[config.mk]
export PLATFORM = sky130hd
export DESIGN_NAME = mecanum_drive_mixer_with_slew_top
export DESIGN_NICKNAME = d
export VERILOG_FILES = /design/src/rtl/core/mecm_pkg.sv /design/src/rtl/core/mecanum_drive_mixer_with_slew_top.sv /design/src/rtl/core/mecm_front.sv /design/src/rtl/core/mecm_queue.sv /design/src/rtl/core/mecm_back.sv
export SDC_FILE = /design/constraint.sdc
export NUM_CORES = 1
export LEC_CHECK = 0
export ABC_AREA = 1
export BUFFER_PORTS_ARGS = -buffer_cell sky130_fd_sc_hd__buf_4
export CELL_PAD_IN_SITES_DETAIL_PLACEMENT = 1
export CELL_PAD_IN_SITES_GLOBAL_PLACEMENT = 1
export CORE_MARGIN = 5
export CORE_UTILIZATION = 49
export CTS_BUF_LIST = sky130_fd_sc_hd__clkbuf_16
export CTS_CLUSTER_SIZE = 28
export DETAILED_ROUTE_END_ITERATION = 12
export PLACE_DENSITY_LB_ADDON = 0.3
export SLEW_MARGIN = 30
export SYNTH_ARGS = -nofsm -noshare
export SYNTH_HDL_FRONTEND = slang
export SYNTH_SLANG_ARGS = --single-unit
[constraint.sdc]
create_clock -name clk -period 11.6 [get_ports clk]
set_input_delay 3.48 -clock clk [delete_from_list [all_inputs] [get_ports clk]]
set_output_delay 3.48 -clock clk [all_outputs]
set_load 0.03 [all_outputs]
[src/rtl/core/mecm_pkg.sv]
// Shared types and constants for the mecanum drive mixer with slew limiting.
// Used by every module in rtl/core; depends on nothing else.
package mecm_pkg;

  localparam int WHEELS    = 4;
  localparam int WIDX_W    = 2;
  localparam int STICK_W   = 8;
  localparam int MIX_W     = 20;   // signed Q8 mix term
  localparam int MAG_W     = 19;   // magnitude of a mix term
  localparam int NUM_W     = 26;   // 127 times a magnitude
  localparam int QUO_W     = 7;    // quotient never exceeds 127
  localparam int QBIT_W    = 3;
  localparam int SPEED_W   = 8;
  localparam int QDEPTH    = 2;
  localparam int QPTR_W    = 1;
  localparam int QCNT_W    = QPTR_W + 1;
  localparam int RATE_W    = 9;
  localparam logic [RATE_W-1:0] RATE_ONE = 9'd256;

  typedef logic signed [MIX_W-1:0] mix_t;

  typedef struct packed {
    logic                    link;
    mix_t [WHEELS-1:0]       mix;
  } mix_item_t;

  typedef struct packed {
    logic [6:0]        deadband;
    logic [10:0]       yaw_gain;
    logic [15:0]       norm_floor;
    logic [RATE_W-1:0] step_rate;
  } cfg_t;

  typedef enum logic [1:0] {
    CFG_DEADBAND   = 2'd0,
    CFG_YAW_GAIN   = 2'd1,
    CFG_NORM_FLOOR = 2'd2,
    CFG_STEP_RATE  = 2'd3
  } cfg_idx_t;

endpackage

[src/rtl/core/mecanum_drive_mixer_with_slew_top.sv]
// A live update passes the front register, the queue and the back end; an
// update with the link down goes from accept straight to the finishing step.
// The back end takes no new update until it has finished the last one: its
// shared restoring divider works through accept, a maximum search over all four
// wheels, per wheel a load, seven quotient bits and a slew step, and finishing.
// Synchronous active-low reset clears the queue, the wheel speeds and the
// registers to 15, 463, 2796 and 115.
module mecanum_drive_mixer_with_slew_top import mecm_pkg::*; (
  input  logic        clk,
  input  logic        rst_n,
  input  logic        in_tvalid,
  output logic        in_tready,
  input  logic [23:0] in_tdata,   // forward_raw [7:0], strafe_raw [15:8], yaw_raw [23:16]
  input  logic        in_tuser,   // link_ok
  output logic        out_tvalid,
  input  logic        out_tready,
  output logic [31:0] out_tdata,  // front_left, front_right, back_left, back_right drive
  input  logic        cfg_valid,
  output logic        cfg_ready,
  input  logic [1:0]  cfg_index,
  input  logic [15:0] cfg_data
);

  cfg_t       cfg_r, cfg_nxt;
  logic       push_valid, push_ready, pop_valid, pop_ready;
  mix_item_t  push_item, pop_item;

  assign cfg_ready = 1'b1;

  always_comb begin
    cfg_nxt = cfg_r;
    if (cfg_valid) begin
      unique case (cfg_idx_t'(cfg_index))
        CFG_DEADBAND:   cfg_nxt.deadband   = cfg_data[6:0];
        CFG_YAW_GAIN:   cfg_nxt.yaw_gain   = cfg_data[10:0];
        CFG_NORM_FLOOR: cfg_nxt.norm_floor = cfg_data;
        CFG_STEP_RATE:  cfg_nxt.step_rate  = (cfg_data[8:0] > RATE_ONE) ? RATE_ONE
                                                                        : cfg_data[8:0];
        default:        cfg_nxt = cfg_r;
      endcase
    end
  end

  always_ff @(posedge clk) begin
    if (!rst_n) begin
      cfg_r.deadband   <= 7'd15;
      cfg_r.yaw_gain   <= 11'd463;
      cfg_r.norm_floor <= 16'd2796;
      cfg_r.step_rate  <= 9'd115;
    end else begin
      cfg_r <= cfg_nxt;
    end
  end

  mecm_front u_front (
    .clk        (clk),
    .rst_n      (rst_n),
    .in_tvalid  (in_tvalid),
    .in_tready  (in_tready),
    .in_tdata   (in_tdata),
    .in_tuser   (in_tuser),
    .cfg        (cfg_r),
    .push_valid (push_valid),
    .push_ready (push_ready),
    .push_item  (push_item)
  );

  mecm_queue u_queue (
    .clk        (clk),
    .rst_n      (rst_n),
    .push_valid (push_valid),
    .push_ready (push_ready),
    .push_item  (push_item),
    .pop_valid  (pop_valid),
    .pop_ready  (pop_ready),
    .pop_item   (pop_item)
  );

  mecm_back u_back (
    .clk        (clk),
    .rst_n      (rst_n),
    .cfg        (cfg_r),
    .pop_valid  (pop_valid),
    .pop_ready  (pop_ready),
    .pop_item   (pop_item),
    .out_tvalid (out_tvalid),
    .out_tready (out_tready),
    .out_tdata  (out_tdata)
  );

endmodule

[src/rtl/core/mecm_front.sv]
// Front end: accepts drive updates, applies the deadband and clamp, and forms
// the four Q8 mix terms. Depends on mecm_pkg.
module mecm_front import mecm_pkg::*; (
  input  logic            clk,
  input  logic            rst_n,
  input  logic            in_tvalid,
  output logic            in_tready,
  input  logic [23:0]     in_tdata,   // forward_raw, strafe_raw, yaw_raw
  input  logic            in_tuser,   // link_ok
  input  cfg_t            cfg,
  output logic            push_valid,
  input  logic            push_ready,
  output mix_item_t       push_item
);

  logic                        s1_valid_r, s1_valid_nxt;
  logic signed [STICK_W-1:0]   f_r, s_r, y_r;
  logic                        link_r;
  logic signed [MIX_W-1:0]     fw, sw, ky;
  logic                        accept;

  function automatic logic signed [STICK_W-1:0] clean_stick(
    input logic signed [STICK_W-1:0] v,
    input logic [6:0]                db
  );
    logic [STICK_W-1:0] mag;
    mag = v[STICK_W-1] ? (~v + 8'd1) : v;
    if (mag < {1'b0, db}) begin
      return '0;
    end else if (v == -8'sd128) begin
      return -8'sd127;
    end else begin
      return v;
    end
  endfunction

  assign accept       = in_tvalid && in_tready;
  assign in_tready    = !s1_valid_r || push_ready;
  assign s1_valid_nxt = accept ? 1'b1 : (push_ready ? 1'b0 : s1_valid_r);

  always_ff @(posedge clk) begin
    if (!rst_n) begin
      s1_valid_r <= 1'b0;
    end else begin
      s1_valid_r <= s1_valid_nxt;
    end
    if (accept) begin
      f_r    <= clean_stick(in_tdata[7:0],   cfg.deadband);
      s_r    <= clean_stick(in_tdata[15:8],  cfg.deadband);
      y_r    <= clean_stick(in_tdata[23:16], cfg.deadband);
      link_r <= in_tuser;
    end
  end

  assign fw = MIX_W'(signed'({f_r, 8'h00}));
  assign sw = MIX_W'(signed'({s_r, 8'h00}));
  assign ky = MIX_W'(signed'({1'b0, cfg.yaw_gain})) * MIX_W'(y_r);

  assign push_valid       = s1_valid_r;
  assign push_item.link   = link_r;
  assign push_item.mix[0] = fw - sw - ky;
  assign push_item.mix[1] = fw + sw + ky;
  assign push_item.mix[2] = fw + sw - ky;
  assign push_item.mix[3] = fw - sw + ky;

endmodule

[src/rtl/core/mecm_queue.sv]
// Two-entry queue of mixed updates between the front end and the back end.
// Depends on mecm_pkg.
module mecm_queue import mecm_pkg::*; (
  input  logic       clk,
  input  logic       rst_n,
  input  logic       push_valid,
  output logic       push_ready,
  input  mix_item_t  push_item,
  output logic       pop_valid,
  input  logic       pop_ready,
  output mix_item_t  pop_item
);

  mix_item_t          mem_r [QDEPTH];
  logic [QPTR_W-1:0]  wr_ptr_r, wr_ptr_nxt, rd_ptr_r, rd_ptr_nxt;
  logic [QCNT_W-1:0]  count_r, count_nxt;
  logic               push, pop;

  assign push_ready = count_r != QCNT_W'(QDEPTH);
  assign pop_valid  = count_r != '0;
  assign pop_item   = mem_r[rd_ptr_r];
  assign push       = push_valid && push_ready;
  assign pop        = pop_valid && pop_ready;

  always_comb begin
    wr_ptr_nxt = push ? wr_ptr_r + 1'b1 : wr_ptr_r;
    rd_ptr_nxt = pop  ? rd_ptr_r + 1'b1 : rd_ptr_r;
    count_nxt  = count_r + QCNT_W'(push) - QCNT_W'(pop);
  end

  always_ff @(posedge clk) begin
    if (!rst_n) begin
      wr_ptr_r <= '0;
      rd_ptr_r <= '0;
      count_r  <= '0;
    end else begin
      wr_ptr_r <= wr_ptr_nxt;
      rd_ptr_r <= rd_ptr_nxt;
      count_r  <= count_nxt;
    end
    if (push) begin
      mem_r[wr_ptr_r] <= push_item;
    end
  end

endmodule

[src/rtl/core/mecm_back.sv]
// Back end: finds the normalising divisor, divides each wheel term serially,
// applies the slew step to the stored wheel speeds and holds the result; an
// update with the link down gives zeros. Depends on mecm_pkg.
module mecm_back import mecm_pkg::*; (
  input  logic        clk,
  input  logic        rst_n,
  input  cfg_t        cfg,
  input  logic        pop_valid,
  output logic        pop_ready,
  input  mix_item_t   pop_item,
  output logic        out_tvalid,
  input  logic        out_tready,
  output logic [31:0] out_tdata
);

  typedef enum logic [2:0] {
    IDLE, MAXS, LOAD, DIV, SLEW, FINISH
  } state_t;

  state_t                    state_r, state_nxt;
  logic                      link_r, link_nxt;
  mix_t [WHEELS-1:0]         mix_r, mix_nxt;
  logic [WIDX_W-1:0]         idx_r, idx_nxt;
  logic [MAG_W-1:0]          maxm_r, maxm_nxt, den_r, den_nxt;
  logic [NUM_W-1:0]          rem_r, rem_nxt;
  logic [QUO_W-1:0]          q_r, q_nxt;
  logic [QBIT_W-1:0]         bit_r, bit_nxt;
  logic                      neg_r, neg_nxt;
  logic signed [SPEED_W-1:0] speed_r [WHEELS];
  logic signed [SPEED_W-1:0] speed_nxt [WHEELS];
  logic                      out_valid_r, out_valid_nxt;
  logic [31:0]               out_data_r, out_data_nxt;

  mix_t                      cur_mix;
  logic [MAG_W-1:0]          cur_mag, new_max;
  logic [NUM_W-1:0]          trial;
  logic signed [8:0]         slew_tgt, slew_cur, slew_diff, slew_new;
  logic [7:0]                adiff, chg;
  logic [16:0]               prod;
  logic                      out_free;

  assign cur_mix   = mix_r[idx_r];
  assign cur_mag   = MAG_W'(cur_mix[MIX_W-1] ? -cur_mix : cur_mix);
  assign new_max   = (cur_mag > maxm_r) ? cur_mag : maxm_r;
  assign trial     = NUM_W'(den_r) << bit_r;
  assign out_free  = !out_valid_r || out_tready;
  assign pop_ready = state_r == IDLE;

  // Slew step: move by the rate fraction of the gap, at least one count.
  always_comb begin
    slew_tgt  = (den_r == '0) ? 9'sd0 :
                (neg_r ? -9'(signed'({2'b00, q_r})) : 9'(signed'({2'b00, q_r})));
    slew_cur  = 9'(speed_r[idx_r]);
    slew_diff = slew_tgt - slew_cur;
    adiff     = 8'(slew_diff[8] ? -slew_diff : slew_diff);
    prod      = 17'(adiff) * 17'(cfg.step_rate);
    chg       = 8'(prod >> 8);
    if (slew_diff != 9'sd0 && chg == 8'd0) begin
      chg = 8'd1;
    end
    slew_new  = slew_diff[8] ? slew_cur - 9'(signed'({1'b0, chg}))
                             : slew_cur + 9'(signed'({1'b0, chg}));
  end

  always_comb begin
    state_nxt     = state_r;
    link_nxt      = link_r;
    mix_nxt       = mix_r;
    idx_nxt       = idx_r;
    maxm_nxt      = maxm_r;
    den_nxt       = den_r;
    rem_nxt       = rem_r;
    q_nxt         = q_r;
    bit_nxt       = bit_r;
    neg_nxt       = neg_r;
    speed_nxt     = speed_r;
    out_valid_nxt = out_valid_r && !out_tready;
    out_data_nxt  = out_data_r;

    unique case (state_r)
      IDLE: begin
        if (pop_valid) begin
          link_nxt  = pop_item.link;
          mix_nxt   = pop_item.mix;
          idx_nxt   = '0;
          maxm_nxt  = '0;
          state_nxt = pop_item.link ? MAXS : FINISH;
        end
      end
      MAXS: begin
        maxm_nxt = new_max;
        if (idx_r == WIDX_W'(WHEELS - 1)) begin
          den_nxt   = (new_max > MAG_W'(cfg.norm_floor)) ? new_max : MAG_W'(cfg.norm_floor);
          idx_nxt   = '0;
          state_nxt = LOAD;
        end else begin
          idx_nxt = idx_r + 1'b1;
        end
      end
      LOAD: begin
        rem_nxt   = (NUM_W'(cur_mag) << 7) - NUM_W'(cur_mag);
        neg_nxt   = cur_mix[MIX_W-1];
        q_nxt     = '0;
        bit_nxt   = QBIT_W'(QUO_W - 1);
        state_nxt = DIV;
      end
      DIV: begin
        if (rem_r >= trial) begin
          rem_nxt      = rem_r - trial;
          q_nxt[bit_r] = 1'b1;
        end
        if (bit_r == '0) begin
          state_nxt = SLEW;
        end else begin
          bit_nxt = bit_r - 1'b1;
        end
      end
      SLEW: begin
        speed_nxt[idx_r] = slew_new[SPEED_W-1:0];
        if (idx_r == WIDX_W'(WHEELS - 1)) begin
          state_nxt = FINISH;
        end else begin
          idx_nxt   = idx_r + 1'b1;
          state_nxt = LOAD;
        end
      end
      FINISH: begin
        if (out_free) begin
          out_valid_nxt = 1'b1;
          out_data_nxt  = link_r ? {speed_r[3], speed_r[2], speed_r[1], speed_r[0]} : '0;
          state_nxt     = IDLE;
        end
      end
      default: state_nxt = IDLE;
    endcase
  end

  always_ff @(posedge clk) begin
    if (!rst_n) begin
      state_r     <= IDLE;
      out_valid_r <= 1'b0;
      speed_r     <= '{default: '0};
    end else begin
      state_r     <= state_nxt;
      out_valid_r <= out_valid_nxt;
      speed_r     <= speed_nxt;
    end
    link_r     <= link_nxt;
    mix_r      <= mix_nxt;
    idx_r      <= idx_nxt;
    maxm_r     <= maxm_nxt;
    den_r      <= den_nxt;
    rem_r      <= rem_nxt;
    q_r        <= q_nxt;
    bit_r      <= bit_nxt;
    neg_r      <= neg_nxt;
    out_data_r <= out_data_nxt;
  end

  assign out_tvalid = out_valid_r;
  assign out_tdata  = out_data_r;

  // A step toward the target never passes it.
  assert property (@(posedge clk) disable iff (!rst_n)
    (state_r == SLEW && slew_tgt >= slew_cur) |-> (slew_new >= slew_cur && slew_new <= slew_tgt))
    else $error("slew step overshoots upward");

  assert property (@(posedge clk) disable iff (!rst_n)
    (state_r == SLEW && slew_tgt < slew_cur) |-> (slew_new < slew_cur && slew_new >= slew_tgt))
    else $error("slew step overshoots downward");

  assert property (@(posedge clk) disable iff (!rst_n)
    (speed_r[0] != -8'sd128 && speed_r[1] != -8'sd128 &&
     speed_r[2] != -8'sd128 && speed_r[3] != -8'sd128))
    else $error("wheel speed left the symmetric range");

  assert property (@(posedge clk) disable iff (!rst_n)
    $rose(out_valid_r) |-> $past(state_r) == FINISH)
    else $error("result presented outside the finishing step");

endmodule
* Word-level counts from Yosys, hierarchy flattened
Memory sizes are Yosys's and may differ from the RTL's. A register that Yosys moved wholly into a read port is not among the register bits.
Index checks and enable logic that the tools add are counted.
** Word-level totals
- Input bits :: 48
- Memories kept :: 1
- Memory bits (writable) :: 162
- Word-level logic and storage cells :: 189
- Bits in registers :: 299
** Operators by class
- Order comparisons :: 12
- Shifts and indexed selects :: 1
- Mux-type cells :: 52
- Bitwise operators :: 5
- $add $sub $neg :: 23
- Reductions and logical operators :: 38
- Equality and inequality tests :: 20
- Multipliers :: 2
** Memory list
- u_queue.mem_r :: depth 2, bits a word 81, read ports 1, clocked after memory_dff 1, write ports 1, RTL line mecm_queue.sv:14 : mix_item_t mem_r [QDEPTH];
** Operator list (number)
- 8-bit 2-to-1 mux :: 12
- 19-bit 2-to-1 mux :: 3
- 26-bit case mux with 2 select lines :: 1
- 20-bit adder :: 2
- 20-bit binary-select mux with 2-bit select :: 1
- 20-bit subtractor :: 2
- 19-bit case mux with 2 select lines :: 1
- 32-bit bitwise mux :: 1
- 9-bit 2-to-1 mux :: 3
- 26-bit greater-or-equal comparator :: 1
- 26-bit 2-to-1 mux :: 1
- 19-bit by 3-bit << shifter with 26-bit output :: 1
- 26-bit by 19-bit subtractor with 26-bit output :: 1
- 26-bit subtractor :: 1
- 8-bit by 1-bit adder with 8-bit output (second input constant) :: 3
- 8-bit equality test (second input constant) :: 3
- 8-bit by 7-bit less-than comparator with 1-bit output :: 3
- 8-bit NOT :: 3
- 3-bit 2-to-1 mux :: 7
- 12-bit by 8-bit multiplier with 20-bit output :: 1
- 20-bit 2-to-1 mux :: 1
- 2-bit AND reduction :: 10
- 19-bit by 16-bit greater-than comparator with 1-bit output :: 1
- 19-bit greater-than comparator :: 1
- other kinds (53) :: 89

* Longest topological paths before layout
Gate-level depths: netlist of the first run.
- Depth in word-level cells :: 14
- Depth in mapped cells :: 65
- Mapped depth without buffers :: 61

* By module
A second synthesis of the first run with hierarchy kept.
** Second synthesis, totals
- Cell total of the unflattened synthesis :: 3899
- Area, all modules :: 33736.1 sq um
** By module, submodules not included
- mecm_back :: times used 1, seq. area each 6426.2 sq um, cells an instance 2116, area each 16977.5 sq um
- mecm_front :: times used 1, seq. area each 770.7 sq um, cells an instance 1293, area each 8699.6 sq um
- mecm_queue :: times used 1, seq. area each 4964.8 sq um, cells an instance 288, area each 6483.7 sq um
- mecanum_drive_mixer_with_slew_top :: times used 1, seq. area each 860.8 sq um, cells an instance 202, area each 1575.3 sq um

* Least setup slack after synthesis of the first run
No wires, ideal clock.
- Path kind :: register to register
- Start point :: register u_back.idx_r[0]
- End point :: register u_back.speed_r[7] in the netlist's numbering
- Arrival :: 9.466 ns
- Data required time :: 11.491 ns
- Buffers on the path :: 5
- Stages on the path, launching flop included :: 58
- Slack :: 2.025 ns
- Clock period less this slack :: 9.575 ns
- Setup time :: 0.109 ns
- Cell sequence :: edfxtp_1 -> inv_1 -> buf_2 -> buf_2 -> buf_4 -> clkbuf_1 -> nand2_1 -> a32oi_1 -> inv_1 -> fa_1 -> nand3b_1 -> nand2_1 -> nand2_1 -> nand3_1 -> inv_1 -> nand3_2 -> nand2_2 -> buf_2 -> (+22 left out) -> nand2_1 -> xor2_1 -> ha_1 -> a21oi_1 -> and2_1 -> inv_1 -> a21oi_1 -> o21bai_1 -> a21oi_1 -> nor2_1 -> nor2_1 -> xor2_1 -> xor2_2 -> inv_1 -> nand2_2 -> nand3_1 -> nand2_1 -> inv_1
** Between the ends
- Cells in the longest elaborated chain, start to end :: 14
- Elaborated cells between the ends (all ways) :: 21
** Ends and longest elaborated chain
- start: declaration :: RTL line mecm_back.sv:23 : logic [WIDX_W-1:0] idx_r, idx_nxt;
- start signal: assignment :: RTL line mecm_back.sv:150 : idx_r <= idx_nxt;
- 2-bit NOT with 3-bit output (not written as such) * :: RTL line mecm_back.sv:53, mecm_back.sv:119
- 8-bit binary-select mux with 2-bit select :: RTL line mecm_back.sv:53 : slew_cur = 9'(speed_r[idx_r]);
- 8-bit 2-to-1 mux (not written as such) (2 in series) :: RTL line mecm_back.sv:53
- 9-bit by 8-bit subtractor with 9-bit output :: RTL line mecm_back.sv:54 : slew_diff = slew_tgt - slew_cur;
- 8-bit negator :: RTL line mecm_back.sv:55 : adiff = 8'(slew_diff[8] ? -slew_diff : slew_diff);
- 8-bit 2-to-1 mux :: RTL line mecm_back.sv:55
- 8-bit by 9-bit multiplier with 16-bit output :: RTL line mecm_back.sv:56 : prod = 17'(adiff) * 17'(cfg.step_rate);
- 8-bit logical NOT :: RTL line mecm_back.sv:58 : if (slew_diff != 9'sd0 && chg == 8'd0) begin
- 1-bit logical AND :: RTL line mecm_back.sv:58
- 8-bit 2-to-1 mux :: RTL line mecm_back.sv:58
- 8-bit adder / 8-bit subtractor (equally long branches) :: RTL line mecm_back.sv:62, mecm_back.sv:61
- 8-bit 2-to-1 mux :: RTL line mecm_back.sv:61 : slew_new = slew_diff[8] ? slew_cur - 9'(signed'({1'b0, chg}))
- 32-bit bitwise mux * :: RTL line mecm_back.sv:119 : speed_nxt[idx_r] = slew_new[SPEED_W-1:0];
- end signal: assignment :: RTL line mecm_back.sv:146 : speed_r <= speed_nxt;
- end: declaration :: RTL line mecm_back.sv:29 : logic signed [SPEED_W-1:0] speed_r [WHEELS];
Mark *: on every way between the ends. The rest lies on a longest branch, timed or not. The select of a mux whose other input is x is not followed.
A chain may end at the register's enable or synchronous reset.

* Worst setup path in the final report of the first run
- Start point :: register u_back.idx_r[0]
- End point :: register u_back.speed_r[31] in the netlist's numbering
The elaborated chain is that of the path after synthesis.

==> results.py, run 1 <==
metrics = {
    "layout": {
        "num_antenna_cells": 0,
        "area_delta_synth_final_pct": 10.0,
        "layout_commonest_cell": "nand2_1",
        "fillers": 7135,
        "drive_above_1_share": 0.0766,
        "seq_area_mm2": 0.0114,
        "fin_cells": 4397,
        "final_cell_mix": "nand2_1 (820), inv_1 (632), edfxtp_1 (323)",
        "finalNetCount": 3989,
        "multi_input_area_mm2": 0.0155,
    },
    "floorplanning": {
        "start_util": 0.493,
        "die_area_mm2": 0.0657,
        "die_y_um": 256,
        "fp.dieW_um": 256,
        "core-area_mm2": 0.0602,
        "rows": 90,
        "num_io_pins": 83,
    },
    "timing": {
        "worst_pin_slew_ns": 0.913,
        "finalSetupTns_ns": 0,
        "layout_min_cycle_time_ns": 10.69,
        "finalCritPeriodShare": 0.921,
        "slew_headroom": 0.391,
        "maxSlewViolCount": 0,
        "setup_violations": 0,
        "fmax_mhz": 93.6,
        "hold_violations": 0,
        "finClkSkew_ns": 0.0316,
        "rsz0062_at_grt": "no",
    },
    "logic_synthesis": {
        "synth-seq-cells": 408,
        "yosysWarnings": 0,
        "synthFlopType": "edfxtp_1",
        "synth_edf_count": 323,
        "synth_cell_types": 75,
        "synth_area_mm2": 0.0297,
        "avgSynthCellArea_um2": 8.43,
        "async_reset_ff_frac": 0,
        "synth_cells": 3526,
        "synth_nets": 3938,
        "yosysSeqAreaShare": 0.384,
    },
    "clock_tree": {
        "htreeDepth": 2,
        "clockBufferDepth": 3,
        "path_clk_slew_ns": 0.06,
        "cts_setup_buffers": 0,
        "numCtsBuffers": 47,
        "insertion_delay_ns": 0.61,
        "cts.sinks": 408,
        "cts_tree": "built",
        "root_buffer": "clkbuf_16",
    },
    "setup_path": {
        "cp_slowest_stage_delay_ns": 0.70,
        "critPathLaunchType": "flop",
        "path_max_fanout": 35,
        "timing_worst_setup_path_type": "flop to flop",
        "path_common_cell": "inv_1",
        "critPathArrivalTime_ns": 11.16,
        "cp-end-kind": "flop",
        "crit_path_top_delay_cell": "edfxtp_1",
        "worstPathRequired_ns": 12.08,
    },
    "route": {
        "wl_um": 89300,
        "drt-vias-per-instance": 5.51,
        "num_vias": 24200,
        "top_layer_used": "met5",
        "drt-met1-wl_um": 36000,
        "dr.pass1.iters": 5,
        "wl_met3_um": 3320,
        "met2WireLength_um": 46600,
        "ant_nets": 0,
        "wire_per_inst_um": 20.3,
        "drt-initial-drc-count": 1267,
        "drc": 0,
    },
    "outcome": {
        "status": "complete, no violations",
    },
    "global_route": {
        "grt_pass1_wl_um": 142000,
        "grtUsageTotal": 0.267,
        "grt_antenna_before_repair": 1,
        "grt_max_degree": 67,
        "grt_pass1_vias": 26400,
        "grt_overflow_total": 0,
    },
    "placed_design": {
        "dp_hpwl_um": 69000,
        "place.gp.congestion": 0.893,
        "dp_cells": 4309,
        "io_buffer_count": 81,
    },
    "run": {
        "drv_cap": 0,
    },
    "worst_hold_path": {
        "min_path_type": "flop to flop",
    },
}
-- area by class of cell --
class,instances,share of cell area
tap,782,0.0299
multi-input combinational,2373,0.474
clock buffer,47,0.0360
inverter,645,0.0741
timing repair buffer,102,0.0235
sequential,408,0.349
clock inverter,40,0.0132
-- path summary, 6_finish.rpt --
| path | start | end | slack (ns) | depth (start not counted) |
|---|---|---|---|---|
| max | u_back.idx_r[0] | u_back.speed_r[31] | 0.91 | 51 |
| min | u_front.link_r | u_queue.mem_r[0][80] | 0.46 | 0 |
| max reg2reg | u_back.idx_r[0] | u_back.speed_r[31] | 0.91 | 51 |
| min reg2reg | u_front.link_r | u_queue.mem_r[0][80] | 0.46 | 0 |
-- state kept, by name, indices dropped and copies added, names as in the netlist, 3 cells and up, named ones only --
| register | count |
|---|---|
| u_back.mix_r | 62 |
| u_back.bit_r | 3 |
| u_back.state_r | 3 |
| u_back.maxm_r | 19 |
| u_front.f_r | 8 |
| u_back.q_r | 7 |
| u_queue.mem_r | 126 |
| u_front.s_r | 8 |
| u_back.rem_r | 26 |
| u_front.y_r | 8 |
| u_back.speed_r | 32 |
| u_back.out_tdata | 32 |
| cfg_r | 43 |
| u_back.den_r | 19 |
-- routing by layer --
metal,track usage,vias to the layer above
li1,-,11500
met1,0.318,12100
met2,0.499,482
met3,0.0323,167
met4,0.0901,2
met5,0,-
-- metrics by stage --
stage / util / instance area, um2 / setup slack, ns / hold WS [ns]
after floorplan: - / 29700 / 2.03 / 0.421
after global placement: 0.515 / 31000 / 1.32 / 0.428
after detailed placement: 0.515 / 31000 / 0.861 / 0.451
after CTS: 0.542 / 32700 / 0.815 / 0.458
after global routing: 0.543 / 32700 / 0.0656 / 0.476
final: 0.543 / 32700 / 0.915 / 0.459
-- critical path: cells and delay by family, from the launching register on --
kind                     cells  cell delay, ns
adder cells (fa/ha/maj)      8            3.38
AO/OA/AOI/OAI               12            2.32
AND/OR/NAND/NOR             14            1.58
buffers and inverters       12            1.41
XOR/XNOR                     5            1.13
flip-flops                   1            0.70
-- timing repair --
item	in CTS	in global routing
hold buffers	0	0
setup endpoints to repair	0	4
resized for setup	0	3
-- cells in the mapped netlist (12+ instances only) --
library cell  instances  area, um2
a21oi_1             216       1080
clkbuf_1             77        289
dfxtp_1              85       1700
edfxtp_1            323       9700
fa_1                102       2040
ha_1                262       3280
inv_1               629       2360
nand2_1             820       3080
nand2_2              12       75.1
nand3_1              78        390
nand4_1              15       93.8
nor2_1              246        923
nor3_1               33        165
o211ai_1             27        203
o21ai_0             168        841
o21ai_1              31        155
o21bai_1             34        255
or2_2                17        106
xnor2_1              31        272
xor2_1              110        963
-- cell families (layout without fill, tap and decap cells) --
kind of cell    after synthesis  count (layout)  share of synthesized area
compound gates              584             584                      0.115
mux                           6               6                    0.00215
xor+xnor                    149             149                     0.0463
other cells                   1               1                   0.000126
buf+inv                     745             834                     0.0967
flops                       408             408                      0.384
simple gates               1269            1269                      0.177
fa+ha+maj                   364             364                      0.179
Power of run 1 is not shown: default switching activity piles up to over one toggle a cycle in this logic, so the estimate is an artifact.
==> run 2, diff against run 1 <==
--- a/config.mk
+++ b/config.mk
@@ -7,11 +7,11 @@
 export LEC_CHECK = 0
 export ABC_AREA = 1
 export BUFFER_PORTS_ARGS = -buffer_cell sky130_fd_sc_hd__buf_4
+export CAP_MARGIN = 15
 export CELL_PAD_IN_SITES_DETAIL_PLACEMENT = 1
 export CELL_PAD_IN_SITES_GLOBAL_PLACEMENT = 1
 export CORE_MARGIN = 5
 export CORE_UTILIZATION = 49
-export CTS_BUF_LIST = sky130_fd_sc_hd__clkbuf_16
 export CTS_CLUSTER_SIZE = 28
 export DETAILED_ROUTE_END_ITERATION = 12
 export PLACE_DENSITY_LB_ADDON = 0.3
==> results.py, run 2 (synthesized netlist as in run 1, its figures left out) <==
metrics = {
    "global_route": {
        "grtUsageTotal": 0.267,
        "grt_overflow_total": 0,
        "grt_max_degree": 67,
        "grt-busiest-layer": "met2",
        "met1_usage": 0.319,
        "grt_pass1_wl_um": 143000,
        "grt_use_met3": 0.0317,
        "grt_pass1_vias": 26500,
        "grt_antenna_before_repair": 1,
        "use_met2": 0.500,
    },
    "floorplanning": {
        "rows": 90,
        "start_util": 0.493,
        "fp.dieW_um": 256,
        "die_area_mm2": 0.0657,
        "num_io_pins": 83,
        "core-area_mm2": 0.0602,
        "die_y_um": 256,
    },
    "timing": {
        "finClkSkew_ns": 0.0315,
        "finalCritPeriodShare": 0.921,
        "worst_pin_slew_ns": 0.945,
        "fmax_mhz": 93.6,
        "rsz0062_at_grt": "no",
        "finalSetupTns_ns": 0,
        "slew_headroom": 0.369,
        "setup_violations": 0,
        "maxSlewViolCount": 0,
        "hold_violations": 0,
        "layout_min_cycle_time_ns": 10.68,
    },
    "setup_path": {
        "cp-end-kind": "flop",
        "critPathBufInv": 12,
        "crit_path_top_delay_cell": "edfxtp_1",
        "path_common_cell": "inv_1",
        "critPathArrivalTime_ns": 11.16,
        "crit_family": "adder cells",
        "path_max_fanout": 35,
        "critPathLaunchType": "flop",
        "worstPathRequired_ns": 12.08,
        "timing_worst_setup_path_type": "flop to flop",
        "cp_slowest_stage_delay_ns": 0.69,
    },
    "route": {
        "drc": 0,
        "ant_nets": 0,
        "dr.pass1.iters": 5,
        "wl_um": 89400,
        "drt-initial-drc-count": 1228,
        "num_vias": 24300,
        "drt-vias-per-instance": 5.53,
        "wire_per_inst_um": 20.3,
    },
    "layout": {
        "layout_commonest_cell": "nand2_1",
        "finalNetCount": 3989,
        "area_delta_synth_final_pct": 10.1,
        "num_antenna_cells": 0,
        "drive_above_1_share": 0.0772,
        "top_register": "u_queue.mem_r",
        "top_regs": "u_queue.mem_r: 126 flops, u_back.mix_r: 62 flops, cfg_r: 43 flops",
        "final_cell_mix": "nand2_1 (820), inv_1 (629), edfxtp_1 (323)",
        "largest_reg_flops": 126,
    },
    "placed_design": {
        "io_buffer_count": 81,
        "place.gp.congestion": 0.893,
        "dp_hpwl_um": 69000,
    },
    "run": {
        "drv_cap": 0,
    },
    "clock_tree": {
        "cts.sinks": 408,
        "clockBufferDepth": 3,
        "cts_tree": "built",
        "numCtsBuffers": 47,
        "htreeDepth": 2,
        "root_buffer": "clkbuf_16",
        "insertion_delay_ns": 0.61,
        "path_clk_slew_ns": 0.06,
    },
    "worst_hold_path": {
        "min_path_type": "flop to flop",
    },
    "outcome": {
        "status": "complete, no violations",
    },
}
run 2: layout make-up:
class                      count  area (um2)
inverter                     645        2420
clock inverter                35         414
sequential                   408       11400
clock buffer                  52        1210
fill                        7138       27500
timing repair buffer         102         769
tap                          782         978
multi-input combinational   2373       15500
run 2: metal layers:
metal	vias to the layer above	part of all wire
met1	12100	0.40
li1	11500	-
met2	507	0.52
met3	161	0.037
met5	-	0.00015
met4	2	0.037
run 2: final timing paths:
check,start,to,slack (ns),cells after the start
setup / recovery,u_back.idx_r[0],u_back.speed_r[31],0.92,51
hold / removal,u_front.link_r,u_queue.mem_r[0][80],0.46,0
setup reg to reg,u_back.idx_r[0],u_back.speed_r[31],0.92,51
hold reg to reg,u_front.link_r,u_queue.mem_r[0][80],0.46,0
run 2: what timing repair did:
action                                  in CTS  in global routing
resized for setup                            0                  3
setup buffers                                0                  0
hold endpoints to repair                     0                  0
hold buffers                                 0                  0
endpoints found under the setup margin       0                  4
run 2: per-stage QoR:
| step | instance area, um2 | util | setup WS, ns | std cells | hold WS, ns |
|---|---|---|---|---|---|
| CTS | 32700 | 0.542 | 0.813 | 4396 | 0.464 |
| global placement | 31000 | 0.515 | 1.32 | 4309 | 0.428 |
| floorplan | 29700 | - | 2.03 | 3526 | 0.421 |
| finish | 32700 | 0.543 | 0.917 | 4397 | 0.463 |
| detailed placement | 31000 | 0.515 | 0.861 | 4309 | 0.451 |
| global route | 32700 | 0.543 | 0.0562 | 4397 | 0.481 |
Power of run 2 is left out for the same reason.
